--- config.mk ---
export PLATFORM = sky130hd
export DESIGN_NAME = dns_message_field_parser_core
export DESIGN_NICKNAME = d
export VERILOG_FILES = /design/src/hdl/dmfp_pkg.sv /design/src/hdl/dmfp_step.sv /design/src/hdl/dns_message_field_parser_core.sv
export SDC_FILE = /design/constraint.sdc
export NUM_CORES = 1
export LEC_CHECK = 0
export BUFFER_PORTS_ARGS = -buffer_cell sky130_fd_sc_hd__buf_2
export CORE_MARGIN = 10
export CORE_UTILIZATION = 25
export DETAILED_ROUTE_END_ITERATION = 10
export GPL_TIMING_DRIVEN = 0
export PLACE_DENSITY = 0.38
export SETUP_SLACK_MARGIN = 0.02
export SLEW_MARGIN = 25
export SYNTH_ARGS = -nofsm -noshare
export SYNTH_HDL_FRONTEND = slang
export SYNTH_SLANG_ARGS = --single-unit
export TNS_END_PERCENT = 5
--- constraint.sdc ---
create_clock -name clock -period 4.3 [get_ports clock]
set_input_delay 0.43 -clock clock [delete_from_list [all_inputs] [get_ports clock]]
set_output_delay 0.43 -clock clock [all_outputs]
set_load 0.03 [all_outputs]
--- src/hdl/dmfp_pkg.sv ---
`default_nettype none

package dmfp_pkg;

   localparam int MAX_MESSAGE_BYTES_DEF = 65535;

   typedef enum logic [4:0] {
      PH_ID        = 5'd0,
      PH_FLAGS     = 5'd1,
      PH_QDCOUNT   = 5'd2,
      PH_ANCOUNT   = 5'd3,
      PH_NSCOUNT   = 5'd4,
      PH_ARCOUNT   = 5'd5,
      PH_LABELLEN  = 5'd6,
      PH_LABELBYTE = 5'd7,
      PH_NAMEEND   = 5'd8,
      PH_QTYPE     = 5'd9,
      PH_QCLASS    = 5'd10,
      PH_ANSNAME   = 5'd11,
      PH_TYPE      = 5'd12,
      PH_CLASS     = 5'd13,
      PH_TTL       = 5'd14,
      PH_RDLENGTH  = 5'd15,
      PH_RDATA     = 5'd16,
      PH_TRAILING  = 5'd17
   } phase_type;

   typedef struct packed {
      logic [7:0] msg_byte;
      logic       last_byte;
   } dmfp_req_type;

   typedef struct packed {
      logic [4:0]  section_tag;
      logic [31:0] field_value;
      logic        field_complete;
      logic [15:0] record_index;
      logic [7:0]  label_index;
      logic [15:0] byte_offset;
      logic        truncated;
      logic        message_end;
   } dmfp_rsp_type;

   typedef struct packed {
      phase_type   phase;
      logic [2:0]  field_byte_count;
      logic [31:0] field_accumulator;
      logic [15:0] question_total;
      logic [15:0] answer_total;
      logic [15:0] record_counter;
      logic [7:0]  label_remaining;
      logic [7:0]  label_counter;
      logic [15:0] rdata_remaining;
      logic [15:0] offset_counter;
   } dmfp_state_type;

   localparam dmfp_state_type STATE_RESET = '{
      phase:             PH_ID,
      field_byte_count:  3'd0,
      field_accumulator: 32'd0,
      question_total:    16'd0,
      answer_total:      16'd0,
      record_counter:    16'd0,
      label_remaining:   8'd0,
      label_counter:     8'd0,
      rdata_remaining:   16'd0,
      offset_counter:    16'd0
   };

endpackage

`default_nettype wire

--- src/hdl/dmfp_step.sv ---
`default_nettype none

module dmfp_step
   import dmfp_pkg::*;
#(
   parameter int MAX_MESSAGE_BYTES = MAX_MESSAGE_BYTES_DEF
) (
   input  wire dmfp_state_type state,
   input  wire dmfp_req_type   item,
   output dmfp_state_type state_next,
   output dmfp_rsp_type   result
);

   dmfp_state_type nx;
   phase_type      ph;
   logic [7:0]     b;
   logic [4:0]     tag;
   logic [31:0]    value;
   logic           complete;
   logic [31:0]    acc_new;
   logic [2:0]     cnt_new;
   logic [2:0]     len;
   logic [7:0]     lrem_new;
   logic [15:0]    rrem_new;
   logic [16:0]    rec_inc;
   logic           q_more;
   logic           a_more;
   phase_type      answers_entry;

   assign rec_inc       = {1'b0, state.record_counter} + 17'd1;
   assign q_more        = rec_inc < {1'b0, state.question_total};
   assign a_more        = rec_inc < {1'b0, state.answer_total};
   assign answers_entry = (state.answer_total != 16'd0) ? PH_ANSNAME : PH_TRAILING;
   assign acc_new       = (state.field_byte_count == 3'd0) ? {24'd0, item.msg_byte}
                                                           : {state.field_accumulator[23:0],
                                                              item.msg_byte};
   assign cnt_new       = state.field_byte_count + 3'd1;
   assign lrem_new      = state.label_remaining - 8'd1;
   assign rrem_new      = state.rdata_remaining - 16'd1;

   always_comb begin
      ph       = state.phase;
      b        = item.msg_byte;
      nx       = state;
      tag      = ph;
      value    = {24'd0, b};
      complete = 1'b0;
      len      = 3'd2;

      unique case (ph)
         PH_LABELLEN: begin
            complete = 1'b1;
            if (b == 8'd0) begin
               tag      = PH_NAMEEND;
               nx.phase = PH_QTYPE;
            end else begin
               nx.label_remaining = b;
               nx.phase           = PH_LABELBYTE;
            end
         end
         PH_LABELBYTE: begin
            nx.label_remaining = lrem_new;
            if (lrem_new == 8'd0) begin
               complete         = 1'b1;
               nx.label_counter = state.label_counter + 8'd1;
               nx.phase         = PH_LABELLEN;
            end
         end
         PH_RDATA: begin
            nx.rdata_remaining = rrem_new;
            if (rrem_new == 16'd0) begin
               complete = 1'b1;
               if (a_more) begin
                  nx.record_counter = rec_inc[15:0];
                  nx.phase          = PH_ANSNAME;
               end else begin
                  nx.record_counter = 16'd0;
                  nx.phase          = PH_TRAILING;
               end
            end
         end
         PH_TRAILING: begin
            complete = 1'b1;
         end
         default: begin
            if (ph == PH_TTL) begin
               len = 3'd4;
            end else if (ph == PH_NAMEEND) begin
               len = 3'd1;
            end
            nx.field_accumulator = acc_new;
            nx.field_byte_count  = cnt_new;
            value                = acc_new;
            if (cnt_new >= len) begin
               complete            = 1'b1;
               nx.field_byte_count = 3'd0;
               if (ph == PH_QDCOUNT) begin
                  nx.question_total = acc_new[15:0];
               end
               if (ph == PH_ANCOUNT) begin
                  nx.answer_total = acc_new[15:0];
               end
               priority if (ph < PH_ARCOUNT) begin
                  nx.phase = phase_type'(ph + 5'd1);
               end else if (ph == PH_ARCOUNT) begin
                  nx.record_counter = 16'd0;
                  if (state.question_total != 16'd0) begin
                     nx.phase           = PH_LABELLEN;
                     nx.label_counter   = 8'd0;
                     nx.label_remaining = 8'd0;
                  end else begin
                     nx.phase = answers_entry;
                  end
               end else if (ph == PH_QCLASS) begin
                  if (q_more) begin
                     nx.record_counter  = rec_inc[15:0];
                     nx.phase           = PH_LABELLEN;
                     nx.label_counter   = 8'd0;
                     nx.label_remaining = 8'd0;
                  end else begin
                     nx.record_counter = 16'd0;
                     nx.phase          = answers_entry;
                  end
               end else if (ph == PH_RDLENGTH) begin
                  nx.rdata_remaining = acc_new[15:0];
                  if (acc_new[15:0] != 16'd0) begin
                     nx.phase = PH_RDATA;
                  end else if (a_more) begin
                     nx.record_counter = rec_inc[15:0];
                     nx.phase          = PH_ANSNAME;
                  end else begin
                     nx.record_counter = 16'd0;
                     nx.phase          = PH_TRAILING;
                  end
               end else begin
                  nx.phase = phase_type'(ph + 5'd1);
               end
            end
         end
      endcase

      if (state.offset_counter < 16'(MAX_MESSAGE_BYTES)) begin
         nx.offset_counter = state.offset_counter + 16'd1;
      end

      result.section_tag    = tag;
      result.field_value    = value;
      result.field_complete = complete;
      result.record_index   = (ph >= PH_LABELLEN && ph <= PH_RDATA) ? state.record_counter
                                                                     : 16'd0;
      result.label_index    = (ph == PH_LABELLEN || ph == PH_LABELBYTE) ? state.label_counter
                                                                         : 8'd0;
      result.byte_offset    = state.offset_counter;
      result.truncated      = item.last_byte && (nx.phase != PH_TRAILING);
      result.message_end    = item.last_byte;

      state_next = item.last_byte ? STATE_RESET : nx;
   end

endmodule

`default_nettype wire

--- src/hdl/dns_message_field_parser_core.sv ---
// DNS message field parser: takes one message byte per transaction and returns one
// result per byte, tagging it as a header word, question label, answer record field
// or trailing byte, with multi-byte fields assembled big-endian. A byte is registered
// on entry, classified by a single parse-state update, and its result registered on
// exit; throughput is one byte per cycle while the response side is not stalled by
// rsp_ready. The final byte of a message (last_byte) returns the parser to its reset
// state, so the next byte starts a new message.
`default_nettype none

module dns_message_field_parser_core
   import dmfp_pkg::*;
#(
   parameter int MAX_MESSAGE_BYTES = MAX_MESSAGE_BYTES_DEF
) (
   input  wire logic   clock,
   input  wire logic   reset,
   input  wire logic   req_valid,
   output logic        req_ready,
   input  wire dmfp_req_type req_data,
   output logic        rsp_valid,
   input  wire logic   rsp_ready,
   output dmfp_rsp_type rsp_data
);

   logic           in_valid_ff;
   logic           in_valid_in;
   dmfp_req_type   in_data_ff;
   logic           out_valid_ff;
   logic           out_valid_in;
   dmfp_rsp_type   out_data_ff;
   dmfp_state_type state_ff;
   dmfp_state_type state_in;
   dmfp_rsp_type   step_result;
   logic           advance;

   dmfp_step #(
      .MAX_MESSAGE_BYTES(MAX_MESSAGE_BYTES)
   ) u_step (
      .state     (state_ff),
      .item      (in_data_ff),
      .state_next(state_in),
      .result    (step_result)
   );

   assign advance      = in_valid_ff && (!out_valid_ff || rsp_ready);
   assign req_ready    = !in_valid_ff || advance;
   assign in_valid_in  = (req_valid && req_ready) || (in_valid_ff && !advance);
   assign out_valid_in = advance || (out_valid_ff && !rsp_ready);

   assign rsp_valid = out_valid_ff;
   assign rsp_data  = out_data_ff;

   always_ff @(posedge clock) begin
      if (reset) begin
         in_valid_ff  <= 1'b0;
         out_valid_ff <= 1'b0;
         state_ff     <= STATE_RESET;
      end else begin
         in_valid_ff  <= in_valid_in;
         out_valid_ff <= out_valid_in;
         if (advance) begin
            state_ff <= state_in;
         end
      end
   end

   always_ff @(posedge clock) begin
      if (req_valid && req_ready) begin
         in_data_ff <= req_data;
      end
      if (advance) begin
         out_data_ff <= step_result;
      end
   end

   a_held_input: assert property (@(posedge clock) disable iff (reset)
      in_valid_ff && !advance |=> in_valid_ff && $stable(in_data_ff))
      else $error("held input transaction lost or changed");

   a_end_resets: assert property (@(posedge clock) disable iff (reset)
      advance && in_data_ff.last_byte |=> state_ff.phase == PH_ID
         && state_ff.offset_counter == 16'd0 && state_ff.field_byte_count == 3'd0)
      else $error("parser state not cleared after message end");

   a_trunc_end: assert property (@(posedge clock) disable iff (reset)
      out_valid_ff && out_data_ff.truncated |-> out_data_ff.message_end)
      else $error("truncated flagged away from message end");

   a_header_rec: assert property (@(posedge clock) disable iff (reset)
      out_valid_ff && out_data_ff.section_tag <= PH_ARCOUNT
         |-> out_data_ff.record_index == 16'd0 && out_data_ff.label_index == 8'd0)
      else $error("header word carries a record or label index");

   a_trailing_done: assert property (@(posedge clock) disable iff (reset)
      out_valid_ff && out_data_ff.section_tag == PH_TRAILING |-> out_data_ff.field_complete)
      else $error("trailing byte not marked complete");

endmodule

`default_nettype wire
==> results.yml, run 1 <==
place:
  dp_hpwl_um: 26300
  gp_congestion: 0.866
  io_buffers: 94
clock_network:
  cts-root-buf: "clkbuf_16"
  cts.sink_count: 219
  clk_path_buf_depth: 3
  cts_tree: "done"
  h-tree-depth: 1
  clkLatencyLatePin_ns: 0.55
  clk_pin_slew_ns: 0.07
  cts_buffers: 27
drt:
  remaining_drc_errors: 0
  vias_per_cell: 4.77
  routedWlPerCell_um: 18.8
  dr.pass1.iters: 5
  final_antenna_net_count: 0
  routed_wl_um: 35300
  drtIter0Drc: 668
  num_vias: 8956
cells_and_area:
  layout-drive-gt1-share: 0.154
  fin_nets: 1333
  n_antenna_cell: 0
  multi_input_area_um2: 5250
  regArea_um2: 5280
  areaGrowthSynthToFinish_pct: 21.0
  fillers: 4586
  fin_util: 0.305
pwr:
  p_comb_frac: 0.091
  p_clk_frac: 0.450
  swShare: 0.261
  cellPowerDensity_nw_per_um2: 380
  leakagePower_nw: 5.03
  power_switching_mw: 1.30
  peakVddDrop_mv: 0.247
  p_seq_frac: 0.459
  p_int_mw: 3.68
timing:
  post-route-period-util: 0.966
  slew_headroom: 0.371
  skew_ns: 0.0203
  rsz0062_at_grt: "true"
  maxSlewViolCount: 0
  max_freq_ghz: 0.241
  hold_viol_final: 0
  holdWs_ns: 0.0520
  min_period_ns: 4.15
  setup_viol: 0
  worstMarginPinSlew_ns: 0.944
floorplan:
  die_y_um: 228
  die_w_um: 228
  initial_utilization: 0.252
  fp.coreArea_um2: 43000
  num_rows: 76
  pin_count: 95
  dieArea_um2: 52100
setup_path:
  r2r_slack_ns: 0.15
  r2r_start: "state_ff[48]"
  r2r_end: "rsp_data[1]"
  required_ns: 4.59
  worstSetupPathType: "reg -> reg"
  start_kind: "flop"
  critPathCaptureType: "flop"
  crit_fanout: 7
  crit_arrival_ns: 4.45
  reg2regPathDepth: 14
global_routing:
  grt-ovfl-total: 0
  antenna_found_initial: 0
  grt_first_pass_wirelength_um: 53900
  grt_start_max_net_pins: 69
  grt_usage: 0.131
  first_global_vias: 8589
synthesis:
  synth.distinct_cells: 81
  syn-cell-area_um2: 10800
  syn-num-nets: 1208
  syn-mean-instance-area_um2: 9.45
  ys.flop_type: "dfxtp_1"
  yosysWarnings: 0
  synth_cells: 1148
  synthArstFlopShare: 0
  yosysSeqAreaShare: 0.486
  synth-seq-cells: 219
  synth-edff-count: 89
run_status:
  status: "finished clean"
min_path:
  min-delay-start: "req_data[3]"
  hold_end: "in_data_ff[3]"
  hp-class: "in -> reg"
  whs_path_depth: 1
run:
  maxCapViolCount: 0
## power by group through the flow
| stage | clock network [mW] | logic (mW) | registers (mW) |
|---|---|---|---|
| 2_1_floorplan | 0 | 0.224 | 2.38 |
| 3_3_place_gp | 0 | 0.446 | 2.34 |
| 3_5_place_dp | 0 | 0.448 | 2.33 |
| 4_1_cts | 2.32 | 0.454 | 2.29 |
| 5_1_grt | 2.40 | 0.495 | 2.30 |
| 6_report | 2.24 | 0.453 | 2.29 |
## how the worst max path moves through the flow
stage | start | end | slack (ns) | cells after the start
2_1_floorplan | state_ff[48] | rsp_data[1] | 0.44 | 17
3_3_place_gp | rsp_ready | state_ff[70] | -1.01 | 11
3_5_place_dp | state_ff[48] | rsp_data[1] | -0.47 | 17
4_1_cts | state_ff[48] | state_ff[37] | -0.0006 | 16
5_1_grt | state_ff[48] | state_ff[37] | -0.07 | 16
6_report | state_ff[48] | rsp_data[1] | 0.15 | 14
## flip-flops by register name (all words and copies together), names as in the netlist
name	cells
in_data_ff	9
in_valid_ff	1
rsp_valid	1
rsp_data	80
state_ff	128
## placed cells by master, fill, tap and decap left out, types with 37 or more instances in the layout
master and n:
a21oi_1 83, and2_1 37, buf_2 101, clkbuf_1 54
dfxtp_1 127, edfxtp_1 89, ha_1 46, inv_1 49
nand2_1 94, nor2_1 119, o21ai_0 44
## critical path, stage by stage, from the launching register on
cell and delay (ns):
dfxtp_2 0.42, ha_2 0.27, nand3_2 0.19, nor2_1 0.29
nand4_1 0.18, xnor2_2 0.22, ha_1 0.32, nand3_1 0.16
nor4_4 0.33, a211oi_4 0.13, a21boi_4 0.26, o22ai_1 0.14
a211o_1 0.33, or3_1 0.33, o31a_1 0.32
## cells by family after synthesis
| logic type | share of synthesized area |
|---|---|
| adder cells (fa/ha/maj) | 0.0542 |
| multiplexers | 0.0121 |
| flip-flops | 0.486 |
| XOR/XNOR | 0.0323 |
| buffers and inverters | 0.0422 |
| AO/OA/AOI/OAI | 0.158 |
| AND/OR/NAND/NOR | 0.214 |
## metrics by stage
step | cell area (µm²) | power [mW] | setup WS (ns) | cells | TNS [ns]
final | 13100 | 4.98 | 0.145 | 1878 | 0
after global placement | 12000 | 2.78 | -1.01 | 1827 | -72.99
after detailed placement | 12100 | 2.78 | -0.471 | 1829 | -8.04
after global routing | 13100 | 5.19 | -0.0723 | 1878 | -0.444
after CTS | 13000 | 5.07 | -0.000555 | 1876 | -0.000555
after floorplan | 10800 | 2.60 | 0.443 | 1148 | 0
## metal layers
layer | wire length (µm) | up-vias | global-route usage
met5 | 0 | - | 0
met4 | 557 | 0 | 0.0315
met3 | 1510 | 41 | 0.0176
met2 | 16000 | 180 | 0.209
met1 | 17200 | 4338 | 0.182
li1 | - | 4397 | -
## area by class of cell
type,instances,share of cell area
sequential,219,0.402
multi-input combinational,813,0.400
clock buffer,38,0.0618
tap,585,0.0558
timing repair buffer,99,0.0401
buffer,63,0.0201
inverter,50,0.0147
clock inverter,11,0.00544
## cells in the mapped netlist (all sizes together) (18+ instances only)
cell	count	area, µm²
nor4	21	159
edfxtp	89	2670
a21oi	84	420
inv	49	184
nor3	24	125
o21ai	49	249
nand3	35	175
dfxtp	130	2600
nand2	95	359
and2	38	238
nand4	18	113
xnor2	24	210
nor2	125	487
and3	36	225
ha	47	588
clkbuf	56	210
a22oi	22	165
## repair_timing
action,in CTS,in global routing
pin swaps,1,4
resized for setup,15,18
hold buffers,0,0
buffers inserted,0,3
endpoints found under the setup margin,41,67
Power figures use the tool's default switching activity.
==> inputs of run 2 (changes only) <==
--- a/config.mk
+++ b/config.mk
@@ -7,12 +7,12 @@
 export LEC_CHECK = 0
 export BUFFER_PORTS_ARGS = -buffer_cell sky130_fd_sc_hd__buf_2
 export CORE_MARGIN = 10
-export CORE_UTILIZATION = 25
+export CORE_UTILIZATION = 54
 export DETAILED_ROUTE_END_ITERATION = 10
 export GPL_TIMING_DRIVEN = 0
-export PLACE_DENSITY = 0.38
+export PLACE_DENSITY = 0.73
 export SETUP_SLACK_MARGIN = 0.02
-export SLEW_MARGIN = 25
+export SLEW_MARGIN = 30
 export SYNTH_ARGS = -nofsm -noshare
 export SYNTH_HDL_FRONTEND = slang
 export SYNTH_SLANG_ARGS = --single-unit
==> constraint.sdc (replaced) <==
create_clock -name clock -period 4.3 [get_ports clock]
set_input_delay 0.43 -clock clock [delete_from_list [all_inputs] [get_ports clock]]
set_output_delay 0.43 -clock clock [all_outputs]
set_load 0.02 [all_outputs]
==> run 2 against run 1 <==
Flip-flop and latch count is the same. Non-clock buffer count down 1. Highest routed layer unchanged. Sequential share of layout area rose by 1.6 points. Setup slack better by 0.064 ns. First-iteration DRC count increased by 46%. Cell area down 3.8%. Via count rose by 2.4%. Final cell count decreased by 17%. Register-to-register slack improved by 0.06 ns. Power shrank 4.7%.
==> results.yml, run 2 (same netlist as run 1, synthesis figures left out) <==
cells_and_area:
  largest_register_ffs: 128
  areaGrowthSynthToFinish_pct: 16.3
  finalNonFillerCells: 1551
  regMostFlops: "state_ff"
  regArea_um2: 5280
  fin_nets: 1329
  final_cell_mix: "dfxtp_1, nor2_1, buf_2, nand2_1, edfxtp_1"
  layout.cells.most_common: "dfxtp_1"
  fillers: 1607
  multi_input_area_um2: 5240
  layout-drive-gt1-share: 0.147
  n_antenna_cell: 0
floorplan:
  die_w_um: 162
  num_rows: 51
  pin_count: 95
  die_y_um: 162
  initial_utilization: 0.554
  fp.coreArea_um2: 19600
  dieArea_um2: 26200
drt:
  routedWlPerCell_um: 19.1
  num_vias: 9167
  final_antenna_net_count: 0
  remaining_drc_errors: 0
  drtIter0Drc: 977
  dr.pass1.iters: 5
  vias_per_cell: 5.91
  routed_wl_um: 29600
place:
  io_buffers: 94
  gp_congestion: 0.952
  dp_hpwl_um: 21500
  dpl.cell_count: 1508
  place_ws_ns: -0.437
timing:
  hold_viol_final: 0
  setup_tns_ns: 0
  worstMarginPinSlew_ns: 0.934
  setup_viol: 0
  max_freq_ghz: 0.244
  post-route-period-util: 0.951
  skew_ns: 0.0123
  maxSlewViolCount: 0
  min_period_ns: 4.09
  fin_ws_ns: 0.209
  slew_headroom: 0.370
  holdWs_ns: 0.0843
clock_network:
  clkLatencyLatePin_ns: 0.53
  h-tree-depth: 1
  cts_tree: "done"
  clk_path_buf_depth: 3
  clk_pin_slew_ns: 0.06
  hold_buffers: 0
  cts.sink_count: 219
  cts_buffers: 24
  cts-root-buf: "clkbuf_16"
setup_path:
  worstSetupPathType: "reg -> reg"
  r2r_start: "state_ff[50]"
  required_ns: 4.74
  r2r_slack_ns: 0.21
  reg2regPathDepth: 15
  critPathCaptureType: "flop"
  crit_arrival_ns: 4.53
  crit_fanout: 10
  r2r_end: "state_ff[37]"
  start_kind: "flop"
pwr:
  swShare: 0.246
  cellPowerDensity_nw_per_um2: 376
  power.total_mw: 4.75
  p_int_mw: 3.58
  peakVddDrop_mv: 0.292
  power_switching_mw: 1.17
  p_comb_frac: 0.087
  leakagePower_nw: 4.96
  p_seq_frac: 0.480
  p_clk_frac: 0.432
global_routing:
  grt_usage: 0.218
  grt_start_max_net_pins: 75
  grt_first_pass_wirelength_um: 47100
  first_global_vias: 8668
  grt-ovfl-total: 0
  antenna_found_initial: 0
min_path:
  hp-class: "in -> reg"
  min-delay-start: "req_data[1]"
  hold_end: "in_data_ff[1]"
  whs_path_depth: 1
run_status:
  status: "finished clean"
run:
  maxCapViolCount: 0
-- run 2: cell types whose count changed in the layout (fill, tap and decap cells not counted), sizes merged --
| cell | before | now |
|---|---|---|
| clkbuf | 91 | 86 |
| inv | 51 | 50 |
| clkinv | 10 | 7 |
| bufinv | 0 | 2 |
-- run 2: final cells by class --
class,instances,area share
timing repair buffer,99,0.0419
buffer,62,0.0204
tap,265,0.0263
clock buffer,34,0.0538
sequential,219,0.419
multi-input combinational,813,0.415
clock inverter,9,0.00873
inverter,50,0.0153
-- run 2: routing by layer --
layer	global-route usage	part of all wire	vias to the layer above
li1	-	-	4389
met4	0.0773	0.032	0
met3	0.0402	0.089	66
met2	0.338	0.44	418
met5	0	0	-
met1	0.300	0.43	4294
-- run 2: worst max-delay path by stage --
stage	cells after the start	end	startpoint	slack, ns
after floorplan	17	rsp_data[1]	state_ff[48]	0.44
after CTS	15	state_ff[37]	state_ff[50]	0.04
final	15	state_ff[37]	state_ff[50]	0.21
after global placement	12	state_ff[83]	rsp_ready	-0.47
after detailed placement	17	rsp_data[1]	state_ff[48]	-0.44
after global routing	18	state_ff[37]	state_ff[49]	-0.009
-- run 2: metrics by stage --
| step | cell area (µm²) | utilization |
|---|---|---|
| 2_1_floorplan | 10800 | - |
| 3_3_place_gp | 11600 | 0.595 |
| 3_5_place_dp | 11700 | 0.596 |
| 4_1_cts | 12500 | 0.640 |
| 5_1_grt | 12600 | 0.644 |
| 6_report | 12600 | 0.644 |
-- run 2: critical path: stages (launching register included) --
cell,delay (ns)
dfxtp_2,0.40
and3_4,0.24
nand2_1,0.11
or3_4,0.44
nor2_2,0.18
xor2_2,0.22
ha_1,0.28
a211o_1,0.31
a21o_1,0.18
a211oi_4,0.32
a21boi_4,0.15
o31ai_4,0.22
nand2_2,0.13
buf_6,0.17
or4b_1,0.50
a21oi_1,0.15
-- run 2: what timing repair did --
| action | 4_1_cts | 5_1_grt |
|---|---|---|
| endpoints found under the setup margin | 28 | 40 |
| pin swaps | 3 | 4 |
| setup buffers | 2 | 2 |
| resized for setup | 11 | 19 |
-- run 2: power groups by stage --
stage	Sequential [mW]	Combinational [mW]	Clock [mW]
3_3_place_gp	2.32	0.391	0
5_1_grt	2.29	0.448	2.17
6_report	2.28	0.414	2.05
3_5_place_dp	2.33	0.401	0
2_1_floorplan	2.35	0.224	0
4_1_cts	2.28	0.405	2.08
==> inputs of run 3 (changes only) <==
--- a/config.mk
+++ b/config.mk
@@ -5,6 +5,7 @@
 export SDC_FILE = /design/constraint.sdc
 export NUM_CORES = 1
 export LEC_CHECK = 0
+export ABC_AREA = 1
 export BUFFER_PORTS_ARGS = -buffer_cell sky130_fd_sc_hd__buf_2
 export CORE_MARGIN = 10
 export CORE_UTILIZATION = 54
==> run 3 against run 2 <==
Area after synthesis up 2.2%. Critical endpoint is now state_ff[59]. Sequential power about the same. Die area rose by 1.9%.
==> results.yml, run 3 <==
run_status:
  status: "finished clean"
cells_and_area:
  largest_register_ffs: 128
  regMostFlops: "state_ff"
  final_cell_mix: "nand2_1, inv_1, nor2_1, dfxtp_1, a21oi_1"
  fin_nets: 1527
  areaGrowthSynthToFinish_pct: 14.6
  fillers: 1784
  layout.cells.most_common: "nand2_1"
  regArea_um2: 5280
  layout-drive-gt1-share: 0.154
  n_antenna_cell: 0
  multi_input_area_um2: 4890
pwr:
  peakVddDrop_mv: 0.298
  cellPowerDensity_nw_per_um2: 395
  power.total_mw: 5.01
  leakagePower_nw: 5.35
floorplan:
  fp.coreArea_um2: 20200
  pin_count: 95
  die_y_um: 163
  num_rows: 52
  die_w_um: 163
  dieArea_um2: 26600
  initial_utilization: 0.548
clock_network:
  clk_path_buf_depth: 3
  cts-root-buf: "clkbuf_16"
  hold_buffers: 0
  cts_tree: "done"
  h-tree-depth: 1
  cts_buffers: 23
  cts.sink_count: 219
  clkLatencyLatePin_ns: 0.53
  clk_pin_slew_ns: 0.07
global_routing:
  grt_usage: 0.208
  antenna_found_initial: 0
  grt_start_max_net_pins: 54
  grt-ovfl-total: 0
  first_global_vias: 8872
  grt_first_pass_wirelength_um: 45800
setup_path:
  r2r_start: "state_ff[48]"
  crit_fanout: 10
  required_ns: 4.75
  worstSetupPathType: "reg -> reg"
  worstSetupStartpoint: "state_ff[48]"
  start_kind: "flop"
  crit_arrival_ns: 4.24
  critPathCaptureType: "flop"
synthesis:
  yosysMostFrequentCell: "nand2_1"
  synth-edff-count: 89
  synth_top_area_frac: 0.241
  syn-mean-instance-area_um2: 8.23
  synth_cells: 1347
  syn-num-nets: 1407
  yosysTopAreaCell: "edfxtp_1"
  synth.distinct_cells: 51
  synthTopCellsByArea: "edfxtp_1, dfxtp_1, nand2_1"
  synthArstFlopShare: 0
  syn-cell-area_um2: 11100
  yosysSeqAreaShare: 0.476
  yosys-top-cells-count: "nand2_1, inv_1, nor2_1"
  synth-seq-cells: 219
  yosysWarnings: 0
  ys.flop_type: "dfxtp_1"
drt:
  remaining_drc_errors: 0
  num_vias: 9614
  drtIter0Drc: 801
  vias_per_cell: 5.48
  final_antenna_net_count: 0
  routed_wl_um: 28400
  routedWlPerCell_um: 16.2
  dr.pass1.iters: 5
timing:
  hold_viol_final: 0
  slew_headroom: 0.434
  min_period_ns: 3.79
  skew_ns: 0.0222
  max_freq_ghz: 0.264
  setup_viol: 0
  maxSlewViolCount: 0
  rsz0062_at_grt: "false"
  fin_ws_ns: 0.507
  holdWs_ns: 0.0884
  worstMarginPinSlew_ns: 0.849
  post-route-period-util: 0.882
place:
  io_buffers: 94
  gp_congestion: 0.926
  dp_hpwl_um: 21500
  place_ws_ns: 0.559
min_path:
  min-delay-start: "req_data[6]"
  hp-class: "in -> reg"
run:
  maxCapViolCount: 0
run 3: cell count changes after synthesis, sizes merged, moves of 25 or more:
cell,delta
and3,-35
a21oi,+36
inv,+137
nor2,+56
and2,-37
nand2,+147
o21ai,+25
clkbuf,-33
run 3: worst max-delay path: stages (launching register included):
cell,delay (ns)
dfxtp_1,0.41
ha_1,0.22
nand2_1,0.07
nor2_2,0.14
nand2_1,0.16
or3_1,0.35
xor2_1,0.23
inv_1,0.11
ha_1,0.30
nand2_1,0.07
inv_1,0.06
nand2_1,0.06
nand2_1,0.04
nand2_1,0.05
nand3_1,0.07
nor2_1,0.24
nand3_1,0.22
o21ai_1,0.15
nand3_2,0.19
buf_6,0.22
a21oi_2,0.12
o21ai_1,0.07
a21oi_1,0.17
run 3: layer usage:
| layer | global-route usage | wire length [µm] |
|---|---|---|
| met5 | 0 | 0 |
| met4 | 0.0627 | 663 |
| met3 | 0.0395 | 2450 |
| met2 | 0.327 | 12700 |
| met1 | 0.285 | 12600 |
run 3: final timing paths:
kind                   end  slack [ns]  depth (start not counted)
max           state_ff[59]        0.51                         22
min          in_data_ff[6]        0.09                          1
max reg2reg   state_ff[59]        0.51                         22
min reg2reg   rsp_data[11]        0.45                          0
run 3: metrics by stage:
| step | setup TNS, ns | cell area (µm²) | instances | util |
|---|---|---|---|---|
| after floorplan | 0 | 11100 | 1347 | - |
| after global placement | -33.93 | 11900 | 1711 | 0.588 |
| after detailed placement | 0 | 11900 | 1712 | 0.589 |
| after CTS | 0 | 12700 | 1754 | 0.627 |
| after global routing | 0 | 12700 | 1754 | 0.627 |
| final | 0 | 12700 | 1754 | 0.627 |
run 3: kinds of logic (layout without fill, tap and decap cells):
logic type / after synthesis / in the layout / share of synthesized area
simple gates: 547 / 547 / 0.216
buf+inv: 232 / 369 / 0.0832
flops: 219 / 219 / 0.476
fa+ha+maj: 47 / 47 / 0.0531
xor+xnor: 31 / 31 / 0.0245
compound gates: 271 / 271 / 0.147
run 3: final cells by class:
| cell class | instances | share of cell area |
|---|---|---|
| repair buffers | 95 | 0.0392 |
| clock inverters | 15 | 0.00976 |
| clock buffers | 27 | 0.0506 |
| multi-input cells | 896 | 0.385 |
| well taps | 270 | 0.0266 |
| inverters | 191 | 0.0570 |
| plain buffers | 41 | 0.0161 |
| flip-flops and latches | 219 | 0.416 |
run 3: where the power goes:
part           leakage [nW]  internal (mW)  switching, mW
clock                 0.377           1.14          0.831
sequential             1.92           2.26         0.0465
combinational          3.05          0.221          0.515
run 3: what timing repair did:
item	4_1_cts	5_1_grt
endpoints found under the setup margin	0	1
setup buffers	0	0
resized for setup	0	1
